==> src/rtl/core/radar_detector_law_core_assert.svh <==
// assertion macros for the radar detector law core
// used by files that carry concurrent checks; expects clk_i and rst_ni in scope
`ifndef RADAR_DETECTOR_LAW_CORE_ASSERT_SVH
`define RADAR_DETECTOR_LAW_CORE_ASSERT_SVH

// check that is off while reset is asserted
`define RDL_ASSERT(lbl, prop, msg) \
  lbl: assert property (@(posedge clk_i) disable iff (!rst_ni) prop) else $error(msg);

// check that also runs during reset
`define RDL_ASSERT_ALWAYS(lbl, prop, msg) \
  lbl: assert property (@(posedge clk_i) prop) else $error(msg);

`endif

==> src/rtl/core/rdl_pkg.sv <==
// shared types and constants of the radar detector law core
// no dependencies
package rdl_pkg;

  localparam int SAMPLE_WIDTH_DEF = 16;
  localparam int OUT_WIDTH_DEF    = 32;
  localparam int CFG_W            = 24;
  localparam int LOG_FRAC         = 28;
  localparam int NORM_W           = 64;
  localparam int MANT_W           = 32;
  localparam int EXP_W            = 6;
  localparam int TW               = 37;

  // ln 2 in Q.28
  localparam logic [LOG_FRAC-1:0] LN2_Q28 = 28'd186065279;

  typedef enum logic [1:0] {
    DET_ENV    = 2'd0,
    DET_SQUARE = 2'd1,
    DET_LOGSQ  = 2'd2,
    DET_LOG    = 2'd3
  } det_e;

  localparam logic [1:0] ST_OK      = 2'd0;
  localparam logic [1:0] ST_SAT     = 2'd1;
  localparam logic [1:0] ST_LOGZERO = 2'd2;

  localparam logic [1:0] REG_TYPE   = 2'd0;
  localparam logic [1:0] REG_COEF_A = 2'd1;
  localparam logic [1:0] REG_COEF_B = 2'd2;

  localparam logic [CFG_W-1:0] COEF_RST = 24'd65536;

  typedef struct packed {
    logic valid;
    det_e det_type;
    logic eom;
    logic log_zero;
  } ctl_t;

endpackage

==> src/rtl/core/rdl_cell.sv <==
// one cell of the detector row: one square-root digit (if IDX < NSQ) and one log2 fraction bit
// for both log operands (if IDX < LOG_FRAC) per cycle while en_i is high; depends on rdl_pkg
module rdl_cell #(
  parameter int SAMPLE_WIDTH = rdl_pkg::SAMPLE_WIDTH_DEF,
  parameter int OUT_WIDTH    = rdl_pkg::OUT_WIDTH_DEF,
  parameter int IDX          = 0
) (
  input  logic                         clk_i,
  input  logic                         en_i,
  input  logic [2*SAMPLE_WIDTH-1:0]    p_i,
  output logic [2*SAMPLE_WIDTH-1:0]    p_o,
  input  logic [OUT_WIDTH-8:0]         root_i,
  output logic [OUT_WIDTH-8:0]         root_o,
  input  logic [OUT_WIDTH-5:0]         rem_i,
  output logic [OUT_WIDTH-5:0]         rem_o,
  input  logic [rdl_pkg::MANT_W-1:0]   mb_i,
  output logic [rdl_pkg::MANT_W-1:0]   mb_o,
  input  logic [rdl_pkg::MANT_W-1:0]   mp_i,
  output logic [rdl_pkg::MANT_W-1:0]   mp_o,
  input  logic [rdl_pkg::LOG_FRAC-1:0] fb_i,
  output logic [rdl_pkg::LOG_FRAC-1:0] fb_o,
  input  logic [rdl_pkg::LOG_FRAC-1:0] fp_i,
  output logic [rdl_pkg::LOG_FRAC-1:0] fp_o
);
  import rdl_pkg::*;

  localparam int NSQ = OUT_WIDTH - 7;
  localparam int RW  = NSQ + 3;
  localparam int POS = SAMPLE_WIDTH - 1 - IDX;

  // square the mantissa, renormalize, report the fraction bit
  function automatic logic [MANT_W:0] sq_step(input logic [MANT_W-1:0] m);
    logic [2*MANT_W-1:0] pr;
    logic [MANT_W:0]     t;
    pr = (2*MANT_W)'(m) * (2*MANT_W)'(m);
    t  = pr[2*MANT_W-1:MANT_W-1];
    return t[MANT_W] ? {1'b1, t[MANT_W:1]} : {1'b0, t[MANT_W-1:0]};
  endfunction

  logic [1:0]          dig;
  logic [RW-1:0]       rem_sh, trial, rem_d;
  logic [NSQ-1:0]      root_d;
  logic [MANT_W:0]     sb, sp;
  logic [MANT_W-1:0]   mb_d, mp_d;
  logic [LOG_FRAC-1:0] fb_d, fp_d;

  if (POS >= 0) begin : g_dig
    assign dig = p_i[2*POS +: 2];
  end else begin : g_nodig
    assign dig = 2'b00;
  end

  always_comb begin
    rem_sh = {rem_i[RW-3:0], dig};
    trial  = RW'({root_i, 2'b01});
    root_d = root_i;
    rem_d  = rem_i;
    if (IDX < NSQ) begin
      if (rem_sh >= trial) begin
        rem_d  = rem_sh - trial;
        root_d = {root_i[NSQ-2:0], 1'b1};
      end else begin
        rem_d  = rem_sh;
        root_d = {root_i[NSQ-2:0], 1'b0};
      end
    end
  end

  always_comb begin
    sb   = sq_step(mb_i);
    sp   = sq_step(mp_i);
    mb_d = mb_i;
    mp_d = mp_i;
    fb_d = fb_i;
    fp_d = fp_i;
    if (IDX < LOG_FRAC) begin
      mb_d = sb[MANT_W-1:0];
      mp_d = sp[MANT_W-1:0];
      fb_d = {fb_i[LOG_FRAC-2:0], sb[MANT_W]};
      fp_d = {fp_i[LOG_FRAC-2:0], sp[MANT_W]};
    end
  end

  always_ff @(posedge clk_i) begin
    if (en_i) begin
      p_o    <= p_i;
      root_o <= root_d;
      rem_o  <= rem_d;
      mb_o   <= mb_d;
      mp_o   <= mp_d;
      fb_o   <= fb_d;
      fp_o   <= fp_d;
    end
  end

endmodule

==> config.mk <==
export PLATFORM = sky130hd
export DESIGN_NAME = rdl_cell
export DESIGN_NICKNAME = d
export VERILOG_FILES = /design/src/rtl/core/radar_detector_law_core_assert.svh /design/src/rtl/core/rdl_pkg.sv /design/src/rtl/core/rdl_cell.sv
export SDC_FILE = /design/constraint.sdc
export NUM_CORES = 2
export LEC_CHECK = 0
export BUFFER_PORTS_ARGS = -buffer_cell sky130_fd_sc_hd__buf_2
export CAP_MARGIN = 20
export CORE_MARGIN = 1
export CORE_UTILIZATION = 59
export CTS_CLUSTER_DIAMETER = 100
export CTS_CLUSTER_SIZE = 28
export DETAILED_ROUTE_END_ITERATION = 16
export GPL_ROUTABILITY_DRIVEN = 0
export PLACE_DENSITY = 0.81
export REMOVE_ABC_BUFFERS = 1
export SLEW_MARGIN = 20
export SYNTH_ARGS = -nofsm -noshare
export SYNTH_HDL_FRONTEND = slang
export SYNTH_SLANG_ARGS = --single-unit
==> constraint.sdc <==
create_clock -name clk_i -period 8.9 [get_ports clk_i]
set_clock_uncertainty 0.1 [all_clocks]
set_input_delay 0.89 -clock clk_i [delete_from_list [all_inputs] [get_ports clk_i]]
set_output_delay 0.89 -clock clk_i [all_outputs]
set_load 0.05 [all_outputs]
==> results.sh <==
export IMPL_post_route_min_period_ps=8700
export IMPL_ys_warnings_count=0
export IMPL_overflow=0
export IMPL_synth_xor_area_share_pct=2.43
export IMPL_drcViolationCount=0
export IMPL_path_class="in -> reg"
export IMPL_synthMuxAreaShare_pct=1.36
export IMPL_dp_slack_ps=-469
export IMPL_drt_iter0_drc=3565
export IMPL_finalNetCount=10038
export IMPL_max_freq_ghz=0.115
export IMPL_area_delta_synth_final_pct=14.7
export IMPL_hold_path_class="in -> reg"
export IMPL_worstPathMaxFanout=6
export IMPL_max_stage_delay_ps=570
export IMPL_synth_simple_gate_area_share_pct=9.81
export IMPL_core_sq_um=111000
export IMPL_grt_pass1_vias=56482
export IMPL_hpwl_um=155000
export IMPL_synth_distinct_cells=82
export IMPL_stdcell_count=9127
export IMPL_cp_required_ps=9080
export IMPL_grt_pass1_wl_um=285000
export IMPL_grt_start_max_net_pins=88
export IMPL_end_kind="flop"
export IMPL_fillers=7857
export IMPL_relSlewSlack_pct=36.4
export IMPL_status="finished, final reports clean"
export IMPL_arrival_ps=8880
export IMPL_synth_top_family_by_area="adder cells"
export IMPL_register_area_sq_um=6160
export IMPL_wl_per_cell_um=19.5
export IMPL_io_buffers=407
export IMPL_pin_count=412
export IMPL_fp_dieArea_sq_um=114000
export IMPL_synth_edf_count=205
export IMPL_path_common_cell="fa_1"
export IMPL_ant_nets=0
export IMPL_synth_compound_area_share_pct=4.86
export IMPL_cts_htree_levels=1
export IMPL_timing_final_ws_setup_ps=199
export IMPL_row_count=122
export IMPL_initial_core_util_pct=59.7
export IMPL_cts_buffer_depth=3
export IMPL_cts_tree="yes"
export IMPL_syn_area_sq_um=66300
export IMPL_viasPerCell=5.43
export IMPL_slew_viol_final=0
export IMPL_multiInputGateArea_sq_um=52000
export IMPL_die_y_um=337
export IMPL_yosys_area_top_type="fa_1"
export IMPL_root_buffer="clkbuf_16"
export IMPL_cap_violations=0
export IMPL_syn_inst=6716
export IMPL_ys_ff_latch=205
export IMPL_firstDrtPassIters=6
export IMPL_period_share_pct=97.8
export IMPL_worst_slew_pin_slew_ps=954
export IMPL_synth_area_per_cell_sq_um=9.87
export IMPL_post_route_util_pct=68.5
export IMPL_numCtsBuffers=12
export IMPL_dp_cells=9086
export IMPL_synthTopCellsByArea="fa_1, ha_1, inv_1"
export IMPL_ys_flop_type="edfxtp_1"
export IMPL_cpMaxStageDelayCell="fa_1"
export IMPL_setup_viol=0
export IMPL_track_usage_pct=32.3
export IMPL_cts_sinks=205
export IMPL_route_vias_total=49588
export IMPL_synthAdderAreaFrac_pct=59.6
export IMPL_grt_antenna_before_repair=13
export IMPL_die_w_um=337
export IMPL_drive_above_1_share_pct=16.9
export IMPL_async_flop_share_pct=0
export IMPL_drt_wl_total_um=178000
export IMPL_synth_top_cell_area_share_pct=47.8
export IMPL_finalHoldViolCount=0
export IMPL_cp_start_kind="input port"
export IMPL_path_clk_slew_ps=120
export IMPL_yosysSeqAreaShare_pct=9.29
placed cells by master (no fill, tap or decap), types with 13 or more instances in the layout:
cell	synthesis	final
a31o_2	27	27
nor2_1	124	117
and3_1	13	13
nor2b_1	27	25
fa_1	1582	1572
o21ai_0	66	65
inv_1	1998	1997
buf_12	0	40
xnor2_1	99	97
and2_1	459	459
or2_2	14	14
clkbuf_4	0	24
ha_1	623	614
mux2i_1	18	18
nand3_1	22	21
clkbuf_16	0	16
xor2_1	83	82
a21oi_1	152	150
nor3_1	13	13
a21o_1	67	67
o21bai_1	29	29
mux2_2	41	41
nand4_1	34	34
mux2_1	23	23
buf_2	7	372
nand2_1	594	594
a31oi_1	22	20
edfxtp_1	205	205
buf_4	2	673
synth_stat cells (67+ instances only):
cell type,number
ha_1,623
clkbuf_1,212
xor2_1,83
and2_1,459
edfxtp_1,205
inv_1,1998
fa_1,1582
nor2_1,124
a21o_1,67
nand2_1,594
a21oi_1,152
xnor2_1,99
metal layers:
| layer | vias up | GRT usage, % | wire length, um |
|---|---|---|---|
| met5 | - | 0 | 0 |
| met1 | 25081 | 40.3 | 64400 |
| li1 | 21609 | - | - |
| met3 | 593 | 5.80 | 15500 |
| met4 | 0 | 15.3 | 9560 |
| met2 | 2305 | 54.5 | 88500 |
sequential cells by signal (all words and copies together), names as in the netlist:
name,flops
mp_o,32
fb_o,28
mb_o,32
root_o,25
fp_o,28
rem_o,28
p_o,32
worst max-delay path: cells and delay by family:
kind	cells	cell delay, ps
xor+xnor	1	210
buf+inv	8	1060
fa+ha+maj	9	4360
compound gates	7	1740
mux	1	100
simple gates	3	490
cell type report:
cell class / instances / share of cell area, %
inverters: 2001 / 9.88
clock inverters: 4 / 0.0773
well taps: 1488 / 2.45
diodes: 10 / 0.0329
flip-flops and latches: 205 / 8.10
clock buffers: 13 / 0.428
repair buffers: 1124 / 10.7
multi-input cells: 4282 / 68.4
what timing repair did:
| action | in CTS | in global routing |
|---|---|---|
| endpoints found under the setup margin | 0 | 53 |
| buffers inserted | 0 | 11 |
| hold buffers | 0 | 0 |
| gates resized for setup | 0 | 109 |
path summary, 6_finish.rpt:
| path | slack (ps) | start | end | cells past startpoint |
|---|---|---|---|---|
| worst max-delay path | 200 | mp_i[16] | mp_o[27]$_DFFE_PP_ | 29 |
| worst min-delay path | 430 | fb_i[4] | fb_o[5]$_DFFE_PP_ | 1 |
per-stage QoR:
stage	TNS [ps]	instance area [sq um]	hold WS (ps)
finish	0	76000	426
floorplan	-597	65400	889
detailed placement	-18890	75100	968
global placement	-12390	75100	966
global route	-65.2	76000	415
CTS	0	75400	405
logic make-up after synthesis:
kind of cell | Yosys count
fa+ha+maj | 2205
flops | 205
mux | 82
compound gates | 483
simple gates | 1329
xor+xnor | 183
buf+inv | 2229
Power is not shown: default switching activity piles up to over one toggle a cycle in this logic, so the estimate is an artifact.
