File: config.mk
export PLATFORM = sky130hd
export DESIGN_NAME = rdl_lognorm
export DESIGN_NICKNAME = d
export VERILOG_FILES = /design/src/rtl/core/radar_detector_law_core_assert.svh /design/src/rtl/core/rdl_pkg.sv /design/src/rtl/core/rdl_lognorm.sv
export SDC_FILE = /design/constraint.sdc
export NUM_CORES = 1
export LEC_CHECK = 0
export CAP_MARGIN = 20
export CORE_ASPECT_RATIO = 1.25
export CORE_UTILIZATION = 49
export CTS_BUF_LIST = sky130_fd_sc_hd__clkbuf_8
export DETAILED_ROUTE_END_ITERATION = 10
export DONT_BUFFER_PORTS = 1
export HOLD_SLACK_MARGIN = 0.06
export PLACE_DENSITY = 0.67
export SLEW_MARGIN = 20
export SYNTH_ARGS = -nofsm -noshare
export SYNTH_HDL_FRONTEND = slang
export SYNTH_SLANG_ARGS = --single-unit
File: constraint.sdc
create_clock -name clk_i -period 2.9 [get_ports clk_i]
set_input_delay 0.435 -clock clk_i [delete_from_list [all_inputs] [get_ports clk_i]]
set_output_delay 0.435 -clock clk_i [all_outputs]
set_load 0.01 [all_outputs]
File: src/rtl/core/radar_detector_law_core_assert.svh
// assertion macros for the radar detector law core
// used by files that carry concurrent checks; expects clk_i and rst_ni in scope
`ifndef RADAR_DETECTOR_LAW_CORE_ASSERT_SVH
`define RADAR_DETECTOR_LAW_CORE_ASSERT_SVH

// check that is off while reset is asserted
`define RDL_ASSERT(lbl, prop, msg) \
  lbl: assert property (@(posedge clk_i) disable iff (!rst_ni) prop) else $error(msg);

// check that also runs during reset
`define RDL_ASSERT_ALWAYS(lbl, prop, msg) \
  lbl: assert property (@(posedge clk_i) prop) else $error(msg);

`endif

File: src/rtl/core/rdl_pkg.sv
// shared types and constants of the radar detector law core
// no dependencies
package rdl_pkg;

  localparam int SAMPLE_WIDTH_DEF = 16;
  localparam int OUT_WIDTH_DEF    = 32;
  localparam int CFG_W            = 24;
  localparam int LOG_FRAC         = 28;
  localparam int NORM_W           = 64;
  localparam int MANT_W           = 32;
  localparam int EXP_W            = 6;
  localparam int TW               = 37;

  // ln 2 in Q.28
  localparam logic [LOG_FRAC-1:0] LN2_Q28 = 28'd186065279;

  typedef enum logic [1:0] {
    DET_ENV    = 2'd0,
    DET_SQUARE = 2'd1,
    DET_LOGSQ  = 2'd2,
    DET_LOG    = 2'd3
  } det_e;

  localparam logic [1:0] ST_OK      = 2'd0;
  localparam logic [1:0] ST_SAT     = 2'd1;
  localparam logic [1:0] ST_LOGZERO = 2'd2;

  localparam logic [1:0] REG_TYPE   = 2'd0;
  localparam logic [1:0] REG_COEF_A = 2'd1;
  localparam logic [1:0] REG_COEF_B = 2'd2;

  localparam logic [CFG_W-1:0] COEF_RST = 24'd65536;

  typedef struct packed {
    logic valid;
    det_e det_type;
    logic eom;
    logic log_zero;
  } ctl_t;

endpackage

File: src/rtl/core/rdl_lognorm.sv
// two-stage leading-one search and normalization for the log2 front end
// depends on rdl_pkg
module rdl_lognorm (
  input  logic                       clk_i,
  input  logic                       en_i,
  input  logic [rdl_pkg::NORM_W-1:0] v_i,
  output logic [rdl_pkg::EXP_W-1:0]  exp_o,
  output logic [rdl_pkg::MANT_W-1:0] mant_o
);
  import rdl_pkg::*;

  localparam int NB = NORM_W / 8;

  logic [2:0]        c_d, c_q, k_d;
  logic [NORM_W-1:0] v1_d, v1_q, v2;
  logic [EXP_W-1:0]  exp_d, exp_q;
  logic [MANT_W-1:0] mant_d, mant_q;

  // coarse step: top nonzero byte moves to the top
  always_comb begin
    c_d = '0;
    for (int i = 0; i < NB; i++) begin
      if (v_i[8*i +: 8] != '0) c_d = 3'(i);
    end
    v1_d = v_i << {~c_d, 3'b000};
  end

  // fine step: top bit within that byte
  always_comb begin
    k_d = '0;
    for (int i = 0; i < 8; i++) begin
      if (v1_q[NORM_W-8+i]) k_d = 3'(i);
    end
    v2     = v1_q << ~k_d;
    exp_d  = {c_q, k_d};
    mant_d = v2[NORM_W-1 -: MANT_W];
  end

  always_ff @(posedge clk_i) begin
    if (en_i) begin
      v1_q   <= v1_d;
      c_q    <= c_d;
      exp_q  <= exp_d;
      mant_q <= mant_d;
    end
  end

  assign exp_o  = exp_q;
  assign mant_o = mant_q;

endmodule

==> impl_metrics.ini, run 1 <==
[routing]
drt_iter0_drc = 338
routed_wl_um = 16800
vias = 4899
final_antenna_net_count = 0
drc = 0
wire_per_inst_um = 24.0
post_drt_via_cell_ratio = 7.00
dr.pass1.iters = 5

[hold_path]
holdPathEnd = mant_o[17]
hold_depth = 0
hold_path_class = input pin to flip-flop
min_from = en_i

[flow_run]
cap_viol_max_count = 0

[critical_path]
ff2ff_path_depth = 7
critPathMaxFanout = 13
crit_required_ns = 3.02
cp-end-kind = flip-flop
reg2reg_to = mant_o[0]
critPathLaunchType = flip-flop
rrSetupSlack_ns = 0.30
setup.worst_path.start = v1_q[57]
critPathKind = flip-flop to flip-flop
crit_arrival_ns = 2.72
rr_startpoint = v1_q[57]

[place]
gp_congestion = 0.940
dpl-instance-area_um2 = 6230
place_hpwl_um = 12900
io_buffer_count = 0
dpl.cell_count = 684
dpl_worst_slack_ns = -0.0470

[finish]
finalNetCount = 600
drive_gt1_frac = 0.278
fin_util = 0.554
instances_no_fill = 700
area_growth_pct = 10.2
design_area_um2 = 6430
antenna_cells = 0

[grt]
first_global_vias = 4665
grtUsageTotal = 0.281
antenna_found_initial = 0
grt_pass1_wl_um = 26100
grt_max_degree = 81
grt.overflow.total = 0

[logic_synthesis]
ys_types = 66
ys_async_sr_fraction = 0
yosysTopAreaCell = edfxtp_1
avgSynthCellArea_um2 = 11.4
synth_edf_count = 80
synth_area_leaders = edfxtp_1 41%, mux4_2 11%, mux2_2 5.6%
synth_top_family_by_area = multiplexers
synth-main-ff-cell = edfxtp_1
postSynthCellCount = 514
synth.top_cell.area_share = 0.411
synthAdderAreaFrac = 0
yosys.area_share.simple = 0.125
synth_mux_area_frac = 0.211
synth_xor_area_frac = 0
netlist_area_um2 = 5840
syn-num-nets = 580
seq_area_frac_synth = 0.411
ys_ff_latch = 80
ys_warn_count = 0
synth-compound-area-share = 0.205

[clocking]
cts_buffers = 9
clkSinkCount = 80
cts_htree_levels = 3
hold_buffers = 0
post-cts-setup-buffer-count = 0
ctsResizeCount = 0
clockBufferDepth = 2
path_clk_slew_ns = 0.08
cts_tree = yes
insertion_delay_ns = 0.37
cts-root-buf = clkbuf_8

[power]
pwr-share-clk = 0.292
switchingPower_mw = 0.732
p_per_area_nw_per_um2 = 435
internal-power_mw = 2.06
seqPwrFrac = 0.545
vdd_drop_max_mv = 0.211
comb_power_share = 0.163
p_total_mw = 2.80
p_sw_frac = 0.262
p_leak_nw = 2.12

[timing]
finalMaxSlewViolations = 0
hold_viol_final = 0
grt_setup_unrepaired = false
holdWs_ns = 0.185
clock.fmax_mhz = 385
worst_pin_slew_ns = 0.663
fin_ws_ns = 0.301
skew_ns = 0.0100
period_share = 0.896
timing.final.crit_period_ns = 2.60
slew-limit-headroom = 0.554
setup-tns-final_ns = 0
finalSetupViolations = 0

[floorplan]
std_cell_rows = 44
die_width_um = 99.7
core_region_area_um2 = 11600
start_util = 0.503
dieHeight_um = 124
die-area_um2 = 12400
io_pins = 104

[status]
outcome = complete, no violations
[cells by family after synthesis]
logic type             Yosys count
AO/OA/AOI/OAI                  163
flip-flops                      80
multiplexers                    84
AND/OR/NAND/NOR                129
buffers and inverters           58
[layout by cell type, fill, tap and decap left out, types with 3 or more instances in the layout]
cell type / count
nor2_1: 19
a221oi_1: 3
o221ai_1: 11
and2_1: 7
o21ai_1: 3
inv_1: 10
mux4_2: 28
edfxtp_1: 80
a22oi_1: 13
buf_4: 53
a211o_1: 6
a21oi_1: 28
o2bb2ai_1: 5
a211oi_1: 18
o31ai_1: 8
nor3_1: 14
or4_4: 3
and3_1: 9
clkinvlp_4: 3
o211ai_1: 7
nand2_1: 17
mux2i_1: 25
and4_1: 7
or4_1: 6
o22ai_1: 4
nand4_1: 3
nand3_1: 23
clkbuf_8: 9
mux2_2: 29
nor4_1: 9
a31oi_1: 13
o21ai_0: 14
[power groups by stage]
stage | logic, mW | clock network, mW | registers [mW]
after floorplan | 0.361 | 0 | 1.51
after global placement | 0.445 | 0 | 1.55
after detailed placement | 0.450 | 0 | 1.55
after CTS | 0.453 | 0.830 | 1.52
after global routing | 0.496 | 0.871 | 1.54
final | 0.456 | 0.816 | 1.52
[how the worst max path moves through the flow]
stage | cells past startpoint | slack, ns | endpoint
2_1_floorplan | 6 | 0.10 | v1_q[27]
3_3_place_gp | 10 | -0.02 | v1_q[46]
3_5_place_dp | 7 | -0.05 | v1_q[58]
4_1_cts | 7 | 0.34 | mant_o[0]
5_1_grt | 7 | 0.14 | mant_o[0]
6_report | 7 | 0.30 | mant_o[0]
[worst max-delay path: stages, from the launching register on]
cell	delay (ns)
edfxtp_1	0.47
nor2b_1	0.17
o21ai_1	0.25
a21oi_1	0.14
nor2_1	0.13
buf_4	0.27
mux4_2	0.53
a221o_1	0.38
[routing by layer]
layer  routed length [um]  up-vias  global-route usage  share of wire
li1                     -     2179                   -              -
met1                 6280     2365               0.336           0.37
met2                 8200      311               0.469           0.49
met3                 1560       44              0.0651          0.093
met4                  775        0               0.153          0.046
met5                    0        -                   0              0
[sequential cells by signal, indices dropped and copies added, names as in the netlist]
name	cells
mant_o	32
v1_q	39
exp_o	6
c_q	3
[Yosys cell counts (all sizes together) (2+ instances only)]
cell	instances
a2111oi	4
a211o	6
a211oi	18
a21o	2
a21oi	29
a221o	2
a221oi	3
a22o	2
a22oi	13
a311o	2
a31o	3
a31oi	13
and2	8
and3	9
and4	7
buf	20
clkbuf	25
edfxtp	80
inv	12
mux2	31
mux2i	25
mux4	28
nand2	17
nand3	23
nand4	3
nor2	21
nor3	16
nor4	9
o211a	2
o211ai	8
o21ai	18
o221a	2
o221ai	12
o22ai	4
o2bb2ai	5
o311ai	2
o31ai	8
or2	2
or3	2
or4	9
[final cells by class]
cell class                 instances  area [um^2]
fill                            1027         5180
multi-input combinational        376         3160
sequential                        80         2400
timing repair buffer              54          418
tap                              161          201
clock buffer                       9          124
clock inverter                     7         78.8
inverter                          13         48.8
(Power assumes the default switching activity.)
==> run 2, diff against run 1 <==
--- a/config.mk
+++ b/config.mk
@@ -5,14 +5,13 @@
 export SDC_FILE = /design/constraint.sdc
 export NUM_CORES = 1
 export LEC_CHECK = 0
-export CAP_MARGIN = 20
 export CORE_ASPECT_RATIO = 1.25
 export CORE_UTILIZATION = 49
 export CTS_BUF_LIST = sky130_fd_sc_hd__clkbuf_8
 export DETAILED_ROUTE_END_ITERATION = 10
 export DONT_BUFFER_PORTS = 1
 export HOLD_SLACK_MARGIN = 0.06
-export PLACE_DENSITY = 0.67
+export PLACE_DENSITY = 0.65
 export SLEW_MARGIN = 20
 export SYNTH_ARGS = -nofsm -noshare
 export SYNTH_HDL_FRONTEND = slang
==> constraint.sdc (replaced) <==
create_clock -name clk_i -period 3.2 [get_ports clk_i]
set_input_delay 0.48 -clock clk_i [delete_from_list [all_inputs] [get_ports clk_i]]
set_output_delay 0.48 -clock clk_i [all_outputs]
set_load 0.01 [all_outputs]
==> run 2 against run 1 <==
Register-to-register slack better by 0.26 ns. Critical path depth up 1. Sequential cell count unchanged. Clock skew up 0.0016 ns. Global-route usage up 0.14 points. Clock-buffer cell count unchanged. Die area unchanged. Largest cell class unchanged. Largest power group unchanged.
==> impl_metrics.ini, run 2 (synthesis gave the netlist of run 1 again) <==
[place]
gp_congestion = 0.973
dpl-instance-area_um2 = 6100
io_buffer_count = 0
place_hpwl_um = 12700

[timing]
finalSetupViolations = 0
skew_ns = 0.0117
worst_pin_slew_ns = 0.882
hold_viol_final = 0
slew-limit-headroom = 0.412
clock.fmax_mhz = 376
grt_setup_unrepaired = false
finalMaxSlewViolations = 0
setup-tns-final_ns = 0
timing.final.crit_period_ns = 2.66
period_share = 0.831

[critical_path]
critPathMaxFanout = 13
cp-end-kind = flip-flop
critPathKind = input pin to flip-flop
crit_arrival_ns = 2.78
critPathLaunchType = input pin
crit_required_ns = 3.32

[grt]
first_global_vias = 4679
grt.overflow.total = 0
grt_max_degree = 81
antenna_found_initial = 0
grt_pass1_wl_um = 26200
grtUsageTotal = 0.282

[clocking]
cts_buffers = 9
post-cts-setup-buffer-count = 0
cts_tree = yes
path_clk_slew_ns = 0.08
clockBufferDepth = 2
insertion_delay_ns = 0.36
clkSinkCount = 80
ctsResizeCount = 0
cts_htree_levels = 3
cts-root-buf = clkbuf_8
hold_buffers = 0

[floorplan]
io_pins = 104
die-area_um2 = 12400
core_region_area_um2 = 11600
dieHeight_um = 124
std_cell_rows = 44
start_util = 0.503
die_width_um = 99.7

[finish]
antenna_cells = 0
area_growth_pct = 7.84
finalNetCount = 583
drive_gt1_frac = 0.255
largest_reg_flops = 39
design_area_um2 = 6300
final_cell_mix = 80 x edfxtp_1, 36 x buf_4, 29 x mux2_2, 28 x a21oi_1, 28 x mux4_2
final_common_cell = edfxtp_1
fillers = 1043
regMostFlops = v1_q

[routing]
drc = 0
final_antenna_net_count = 0
dr.pass1.iters = 5
post_drt_via_cell_ratio = 7.14
drt_iter0_drc = 379
routed_wl_um = 17000
wire_per_inst_um = 24.9
vias = 4874

[power]
p_per_area_nw_per_um2 = 399
vdd_drop_max_mv = 0.164
switchingPower_mw = 0.652
comb_power_share = 0.164
p_leak_nw = 2.03
p_sw_frac = 0.259
pwr-share-clk = 0.286
internal-power_mw = 1.86
seqPwrFrac = 0.550

[flow_run]
cap_viol_max_count = 0

[hold_path]
hold_path_class = input pin to flip-flop

[status]
outcome = complete, no violations
-- run 2: final timing paths --
path                                from          to  slack [ns]  cells past startpoint
worst max register to register  v1_q[57]   mant_o[0]        0.56                      7
worst min-delay path                en_i  mant_o[17]        0.23                      0
worst min register to register    c_q[0]    exp_o[3]        0.43                      0
worst max-delay path             v_i[60]    v1_q[58]        0.54                      8
-- run 2: critical path, cell delays in order --
cell and delay (ns):
or4_4 0.53, or4_4 0.68, a21oi_4 0.19, buf_4 0.18
buf_4 0.21, mux2i_1 0.26, o211ai_1 0.11, o31a_1 0.13
-- run 2: layout make-up --
cell class              count  area, um^2  area share
repair buffers             37         290      0.0461
well taps                 161         201      0.0320
flip-flops and latches     80        2400       0.381
inverters                  13        48.8     0.00775
clock inverters             7        71.3      0.0113
multi-input cells         376        3160       0.502
clock buffers               9         124      0.0197
-- run 2: metrics by stage --
stage               hold slack (ns)   util  setup WS, ns  power (mW)  instances
floorplan                     0.400      -         0.355        1.70        514
global placement              0.402  0.526         0.210        1.81        667
detailed placement            0.407  0.526         0.180        1.82        667
CTS                           0.215  0.542         0.575        2.53        683
global route                  0.207  0.542         0.444        2.62        683
finish                        0.232  0.542         0.541        2.51        683
-- run 2: per-layer routing --
layer / share of wire / track usage / vias to the layer above
met3: 0.090 / 0.0724 / 48
li1: - / - / 2147
met2: 0.49 / 0.478 / 307
met1: 0.38 / 0.333 / 2372
met5: 0 / 0 / -
met4: 0.039 / 0.138 / 0
-- run 2: power groups by stage --
stage               Clock [mW]  Combinational, mW  Sequential [mW]
floorplan                    0              0.327             1.37
global placement             0              0.402             1.40
detailed placement           0              0.409             1.41
CTS                      0.738              0.412             1.38
global route             0.782              0.445             1.39
finish                   0.720              0.413             1.38
